--- config.mk ---
export PLATFORM = sky130hd
export DESIGN_NAME = debug_trigger_group_matcher_core
export DESIGN_NICKNAME = d
export VERILOG_FILES = /design/src/sv/dtgm_pkg.sv /design/src/sv/debug_trigger_group_matcher_core.sv /design/src/sv/dtgm_table.sv /design/src/sv/dtgm_match.sv
export SDC_FILE = /design/constraint.sdc
export NUM_CORES = 2
export LEC_CHECK = 0
export BUFFER_PORTS_ARGS = -buffer_cell sky130_fd_sc_hd__buf_2
export CAP_MARGIN = 20
export CORE_ASPECT_RATIO = 2
export CORE_UTILIZATION = 62
export CTS_CLUSTER_DIAMETER = 60
export DETAILED_ROUTE_END_ITERATION = 12
export GPL_ROUTABILITY_DRIVEN = 1
export HOLD_SLACK_MARGIN = 0.15
export PLACE_DENSITY = 0.84
export SETUP_SLACK_MARGIN = 0.2
export SYNTH_ARGS = -nofsm -noshare
export SYNTH_HDL_FRONTEND = slang
export SYNTH_SLANG_ARGS = --single-unit
--- constraint.sdc ---
create_clock -name i_clk -period 11.7 [get_ports i_clk]
set_input_delay 2.34 -clock i_clk [delete_from_list [all_inputs] [get_ports i_clk]]
set_output_delay 2.34 -clock i_clk [all_outputs]
set_load 0.1 [all_outputs]
--- src/sv/dtgm_pkg.sv ---
// Types and constants shared by the debug trigger group matcher.
package dtgm_pkg;

    localparam int BITMAP_W = 16;
    localparam int CFG_W    = 5;
    localparam int CONDS    = 8;

    localparam logic KIND_LOAD  = 1'b0;
    localparam logic KIND_CHECK = 1'b1;

    typedef struct packed {
        logic        kind;
        logic [3:0]  group_index;
        logic [7:0]  flags;
        logic        group_enable;
        logic [15:0] pc;
        logic [7:0]  acc;
        logic [7:0]  xreg;
        logic [7:0]  yreg;
        logic [15:0] read_addr;
        logic [15:0] write_addr;
        logic [7:0]  read_value;
        logic [7:0]  write_value;
    } t_in_word;

    typedef struct packed {
        logic [15:0] hit_groups;
        logic        any_hit;
    } t_out_word;

    typedef struct packed {
        logic        group_en;
        logic [7:0]  conds;
        logic [15:0] pc;
        logic [7:0]  acc;
        logic [7:0]  xreg;
        logic [7:0]  yreg;
        logic [15:0] read_addr;
        logic [15:0] write_addr;
        logic [7:0]  read_value;
        logic [7:0]  write_value;
    } t_entry;

endpackage

--- src/sv/debug_trigger_group_matcher_core.sv ---
// Debug trigger group matcher: top level with load/check sequencer.
//
// A load word writes one group slot and busy stays low.
// A check word scans groups 0 to groups_in_use-1 (capped at GROUPS), one
// table read per clock from the group memory, so busy stays high through
// ST_SCAN, ST_DRAIN and ST_DONE, or only ST_DONE when no group is in use.
// The result is on o_result in the last busy cycle, for exactly one cycle
// with o_result_valid high. The receiver cannot stall, so the result must
// be captured in that cycle. Write i_cfg_data only while busy is low.
module debug_trigger_group_matcher_core #(
    parameter int GROUPS = 16
) (
    input  logic                     i_clk,
    input  logic                     i_rst_n,
    input  logic                     start,
    output logic                     busy,
    input  dtgm_pkg::t_in_word       i_in,
    output dtgm_pkg::t_out_word      o_result,
    output logic                     o_result_valid,
    input  logic                     i_cfg_we,
    input  logic [dtgm_pkg::CFG_W-1:0] i_cfg_data
);
    import dtgm_pkg::*;

    localparam int GW = (GROUPS > 1) ? $clog2(GROUPS) : 1;
    localparam int CW = $clog2(GROUPS + 1);

    typedef enum logic [3:0] {
        ST_IDLE  = 4'b0001,
        ST_SCAN  = 4'b0010,
        ST_DRAIN = 4'b0100,
        ST_DONE  = 4'b1000
    } t_state;

    t_state              r_state, n_state;
    logic [CFG_W-1:0]    r_cfg;
    t_in_word            r_event, n_event;
    logic [CW-1:0]       r_count, n_count;
    logic [CW-1:0]       r_idx, n_idx;
    logic [GW-1:0]       r_cmp_idx, n_cmp_idx;
    logic                r_cmp_vld, n_cmp_vld;
    logic [BITMAP_W-1:0] r_bitmap, n_bitmap;
    logic                r_any, n_any;

    logic     accept;
    logic     wr_en;
    logic     rd_en;
    t_entry   wr_data;
    t_entry   rd_data;
    logic     fire;

    assign accept = start && !busy;
    assign wr_en  = accept && (i_in.kind == KIND_LOAD) && (int'(i_in.group_index) < GROUPS);

    always_comb begin
        wr_data.group_en    = i_in.group_enable;
        wr_data.conds       = i_in.flags;
        wr_data.pc          = i_in.pc;
        wr_data.acc         = i_in.acc;
        wr_data.xreg        = i_in.xreg;
        wr_data.yreg        = i_in.yreg;
        wr_data.read_addr   = i_in.read_addr;
        wr_data.write_addr  = i_in.write_addr;
        wr_data.read_value  = i_in.read_value;
        wr_data.write_value = i_in.write_value;
    end

    assign rd_en = (r_state == ST_SCAN);

    dtgm_table #(
        .GROUPS (GROUPS),
        .GW     (GW)
    ) u_table (
        .i_clk     (i_clk),
        .i_rst_n   (i_rst_n),
        .i_wr_en   (wr_en),
        .i_wr_idx  (GW'(i_in.group_index)),
        .i_wr_data (wr_data),
        .i_rd_en   (rd_en),
        .i_rd_idx  (r_idx[GW-1:0]),
        .o_rd_data (rd_data)
    );

    dtgm_match u_match (
        .i_entry (rd_data),
        .i_event (r_event),
        .o_fire  (fire)
    );

    always_comb begin
        n_state   = r_state;
        n_event   = r_event;
        n_count   = r_count;
        n_idx     = r_idx;
        n_cmp_idx = r_idx[GW-1:0];
        n_cmp_vld = 1'b0;
        n_bitmap  = r_bitmap;
        n_any     = r_any;

        if (r_cmp_vld && fire) begin
            n_any    = 1'b1;
            n_bitmap = r_bitmap | (BITMAP_W'(1) << r_cmp_idx);
        end

        unique case (r_state)
            ST_IDLE: begin
                if (accept && (i_in.kind == KIND_CHECK)) begin
                    n_event  = i_in;
                    n_idx    = '0;
                    n_bitmap = '0;
                    n_any    = 1'b0;
                    if (int'(r_cfg) > GROUPS) begin
                        n_count = CW'(GROUPS);
                    end else begin
                        n_count = CW'(r_cfg);
                    end
                    n_state = (r_cfg == '0) ? ST_DONE : ST_SCAN;
                end
            end
            ST_SCAN: begin
                n_cmp_vld = 1'b1;
                n_idx     = r_idx + CW'(1);
                if (r_idx == r_count - CW'(1)) begin
                    n_state = ST_DRAIN;
                end
            end
            ST_DRAIN: begin
                n_state = ST_DONE;
            end
            ST_DONE: begin
                n_state = ST_IDLE;
            end
            default: begin
                n_state = ST_IDLE;
            end
        endcase
    end

    always_ff @(posedge i_clk) begin
        if (!i_rst_n) begin
            r_state   <= ST_IDLE;
            r_cfg     <= '0;
            r_cmp_vld <= 1'b0;
        end else begin
            r_state   <= n_state;
            r_cmp_vld <= n_cmp_vld;
            if (i_cfg_we) begin
                r_cfg <= i_cfg_data;
            end
        end
    end

    always_ff @(posedge i_clk) begin
        r_event   <= n_event;
        r_count   <= n_count;
        r_idx     <= n_idx;
        r_cmp_idx <= n_cmp_idx;
        r_bitmap  <= n_bitmap;
        r_any     <= n_any;
    end

    assign busy                = (r_state != ST_IDLE);
    assign o_result_valid      = (r_state == ST_DONE);
    assign o_result.hit_groups = r_bitmap;
    assign o_result.any_hit    = r_any;

endmodule

--- src/sv/dtgm_table.sv ---
// Group table memory: one write port, one registered read port, per-entry valid bits.
module dtgm_table #(
    parameter int GROUPS = 16,
    parameter int GW     = 4
) (
    input  logic             i_clk,
    input  logic             i_rst_n,
    input  logic             i_wr_en,
    input  logic [GW-1:0]    i_wr_idx,
    input  dtgm_pkg::t_entry i_wr_data,
    input  logic             i_rd_en,
    input  logic [GW-1:0]    i_rd_idx,
    output dtgm_pkg::t_entry o_rd_data
);
    import dtgm_pkg::*;

    t_entry            r_mem [GROUPS];
    logic [GROUPS-1:0] r_valid;
    t_entry            r_rd_data;
    logic              r_rd_hit;

    always_ff @(posedge i_clk) begin
        if (i_wr_en) begin
            r_mem[i_wr_idx] <= i_wr_data;
        end
        if (i_rd_en) begin
            r_rd_data <= r_mem[i_rd_idx];
        end
    end

    always_ff @(posedge i_clk) begin
        if (!i_rst_n) begin
            r_valid  <= '0;
            r_rd_hit <= 1'b0;
        end else begin
            if (i_wr_en) begin
                r_valid[i_wr_idx] <= 1'b1;
            end
            if (i_rd_en) begin
                r_rd_hit <= r_valid[i_rd_idx];
            end
        end
    end

    // never-loaded entries read as all zeros (disabled)
    assign o_rd_data = r_rd_hit ? r_rd_data : '0;

endmodule

--- src/sv/dtgm_match.sv ---
// Condition compare for one group entry against the current CPU event.
module dtgm_match (
    input  dtgm_pkg::t_entry   i_entry,
    input  dtgm_pkg::t_in_word i_event,
    output logic               o_fire
);
    import dtgm_pkg::*;

    logic [CONDS-1:0] eq;
    logic [CONDS-1:0] ok;

    always_comb begin
        eq[0] = (i_entry.pc          == i_event.pc);
        eq[1] = (i_entry.acc         == i_event.acc);
        eq[2] = (i_entry.xreg        == i_event.xreg);
        eq[3] = (i_entry.yreg        == i_event.yreg);
        eq[4] = (i_entry.read_addr   == i_event.read_addr);
        eq[5] = (i_entry.write_addr  == i_event.write_addr);
        eq[6] = (i_entry.read_value  == i_event.read_value);
        eq[7] = (i_entry.write_value == i_event.write_value);
        ok    = ~i_entry.conds | (i_event.flags & eq);
        o_fire = i_entry.group_en && (i_entry.conds != '0) && (&ok);
    end

endmodule
==> flow_summary.json <==
{
  "status": "finished, final reports clean",
  "initial_core_util_pct": 62.71,
  "dp_hpwl_um": 86530,
  "ys_seq_area_share_pct": 78.74,
  "cp_num_buf_inv": 3,
  "ys_top_cells_by_area": "edfxtp_1, mux4_2, dfxtp_1, clkbuf_1, xnor2_1",
  "async_reset_ff_share_pct": 0,
  "critical_path_arrival_ns": 5.27,
  "slowest_stage": "buf_4",
  "maxCapViolations": 0,
  "htreeDepth": 4,
  "synthCells": 2893,
  "crit_top_cell": "buf_4",
  "cts.sinks": 1803,
  "post-cts-setup-buffer-count": 0,
  "avgRoutedWirePerCell_um": 38.30,
  "setup_viol": 0,
  "grt_max_degree": 170,
  "whs_ns": 0.4511,
  "rsz0062_at_grt": "no",
  "setup_tns_ns": 0,
  "cts_buffers": 144,
  "cp-start-kind": "input pin",
  "fmax_ghz": 0.2049,
  "hold_violations": 0,
  "grt_overflow": 0,
  "hp-start": "r_any",
  "gp_congestion": 0.8337,
  "die-area_um2": 111300,
  "fin_crit_ns": 4.879,
  "firstDrtPassIters": 6,
  "io_pins": 130,
  "fin_crit_sh_pct": 41.70,
  "ant_nets": 0,
  "grt_pass1_vias": 34500,
  "slew_violations": 0,
  "r2r_cells": 6,
  "worstSetupPathType": "input pin to register",
  "slew_headroom_pct": 11.44,
  "worst_r2r_startpoint": "r_state[2]",
  "grt_usage_pct": 32.33,
  "insertion_delay_ns": 0.78,
  "cp.required_ns": 12.09,
  "placement.io_buffers": 129,
  "grt_first_pass_wirelength_um": 250700,
  "worst_pin_slew_ns": 1.328,
  "synth_top_area_share_pct": 77.33,
  "path_delay_family": "buffers and inverters",
  "die_x_um": 236.4,
  "drive_gt1_share_pct": 28.84,
  "hold_depth": 2,
  "path_clk_slew_ns": 0.07,
  "cellPowerDensity_nw_per_um2": 171.5,
  "nNetsFinal": 3201,
  "cts_hold_buffers": 0,
  "syn2layout_area_growth_pct": 10.59,
  "die_h_um": 470.9,
  "row_count": 171,
  "ys_ff_latch": 1803,
  "cpPeakStageDelay_ns": 0.81,
  "synth.most_common_cell": "edfxtp_1",
  "cts_tree": "yes",
  "critPathLaunch": "i_in[101]",
  "syn-num-nets": 3006,
  "synth-main-ff-cell": "edfxtp_1",
  "cp_cell_sequence": "buf_2, nand3b_1, or3_1, nor2_4, buf_4, buf_4",
  "drt_iter0_markers": 5055,
  "num_vias": 33920,
  "yosys_warnings": 0,
  "cp_num_cells": 6,
  "cts_root_buffer": "clkbuf_16",
  "wirelength_um": 176000,
  "path_max_fanout": 52,
  "antenna_found_initial": 33,
  "drc": 0,
  "synth_common_cells": "edfxtp_1, mux4_2, clkbuf_1",
  "hold_path.class": "register to register",
  "end_kind": "register",
  "ctsLongestPathBuffers": 3,
  "yosys.area.top_type": "edfxtp_1",
  "core_area_um2": 108700,
  "avgSynthCellArea_um2": 23.56,
  "syn_area_um2": 68150,
  "clock_skew_ns": 0.03652,
  "synth_cell_types": 61,
  "ctsResizeCount": 0,
  "p_leak_nw": 23.37,
  "synth_edf_count": 1755,
  "ir_drop_mv": 0.1641,
  "routed_via_density": 7.380
}
## sequential cells by signal, indices dropped and copies added (netlist names), 5 cells and up
register and count:
u_table.r_mem 1552, r_bitmap 16, r_event 96, r_idx 5, r_cfg 5, u_table.r_valid 16, u_table.r_rd_data 97, r_count 5
## final cells by class
| class | count | area (µm²) |
|---|---|---|
| timing repair buffer | 183 | 1124 |
| multi-input combinational | 918 | 13920 |
| tap | 1384 | 1732 |
| inverter | 38 | 147.6 |
| sequential | 1803 | 53670 |
| clock inverter | 80 | 872.1 |
| antenna | 12 | 30.03 |
| clock buffer | 178 | 3877 |
| fill | 5692 | 33320 |
## worst reg2reg max path, delay by kind of cell (launching register included)
kind | cells | cell delay [ns]
AND/OR/NAND/NOR | 4 | 1.75
buffers and inverters | 2 | 1.65
flip-flops | 1 | 0.37
## power breakdown
group	internal [W]	total [W]	switching, W
Combinational	0.000282	0.000688	0.000406
Clock	0.00275	0.00502	0.00227
Sequential	0.00718	0.00722	0.0000477
Total	0.0102	0.0129	0.00273
## cells by family (layout without fill, tap and decap cells)
family / after synthesis / in the layout / synth area share (%)
AO/OA/AOI/OAI: 160 / 160 / 1.740
XOR/XNOR: 35 / 35 / 0.4498
multiplexers: 496 / 496 / 16.28
flip-flops: 1803 / 1803 / 78.74
buffers and inverters: 172 / 479 / 0.9950
adder cells (fa/ha/maj): 2 / 2 / 0.03671
AND/OR/NAND/NOR: 225 / 225 / 1.762
other: 0 / 12 / 0
## metal layers
metal  vias up  wire (µm)  GRT usage [%]
li1      12720          -              -
met1     17540      56720          40.00
met2      3023      92090          54.94
met3       609      17190          6.056
met4        28       9867          16.19
met5         -        172              0
## final timing paths
check | endpoint | slack (ns)
setup / recovery | u_table.r_mem[8][82] | 6.82
hold / removal | r_any | 0.45
setup reg to reg | u_table.r_mem[8][82] | 7.39
hold reg to reg | r_any | 0.45
## layout by cell type (no fill, tap or decap), types with 12 or more instances in the layout
cell / instances
o21ai_0: 28
a22oi_1: 13
clkinvlp_4: 12
buf_2: 131
nor2b_1: 19
inv_1: 36
clkinv_1: 22
o31ai_1: 19
clkbuf_16: 149
clkbuf_1: 25
nand2b_1: 24
o22ai_1: 16
diode_2: 12
o21a_1: 22
xnor2_1: 25
dfxtp_1: 47
mux4_2: 490
edfxtp_1: 1755
a21oi_1: 16
nor2_1: 29
clkinv_2: 20
buf_4: 47
nand2_1: 45
bufinv_16: 17
nor2_4: 12
nand3_1: 35
## metrics by stage
step           power [W]  area, µm²  worst slack (ns)  instances  utilization (%)
6_report         0.01293      75370             6.821       4596            69.35
5_1_grt          0.01319      75360             6.857       4590            69.33
4_1_cts          0.01296      75290             6.939       4582            69.27
3_5_place_dp    0.008024      70540             6.149       4324            64.90
3_3_place_gp    0.007981      70530             6.206       4322            64.89
2_1_floorplan   0.007770      68150             1.479       2893                -
Note: power is estimated with default switching activity, not from simulation.
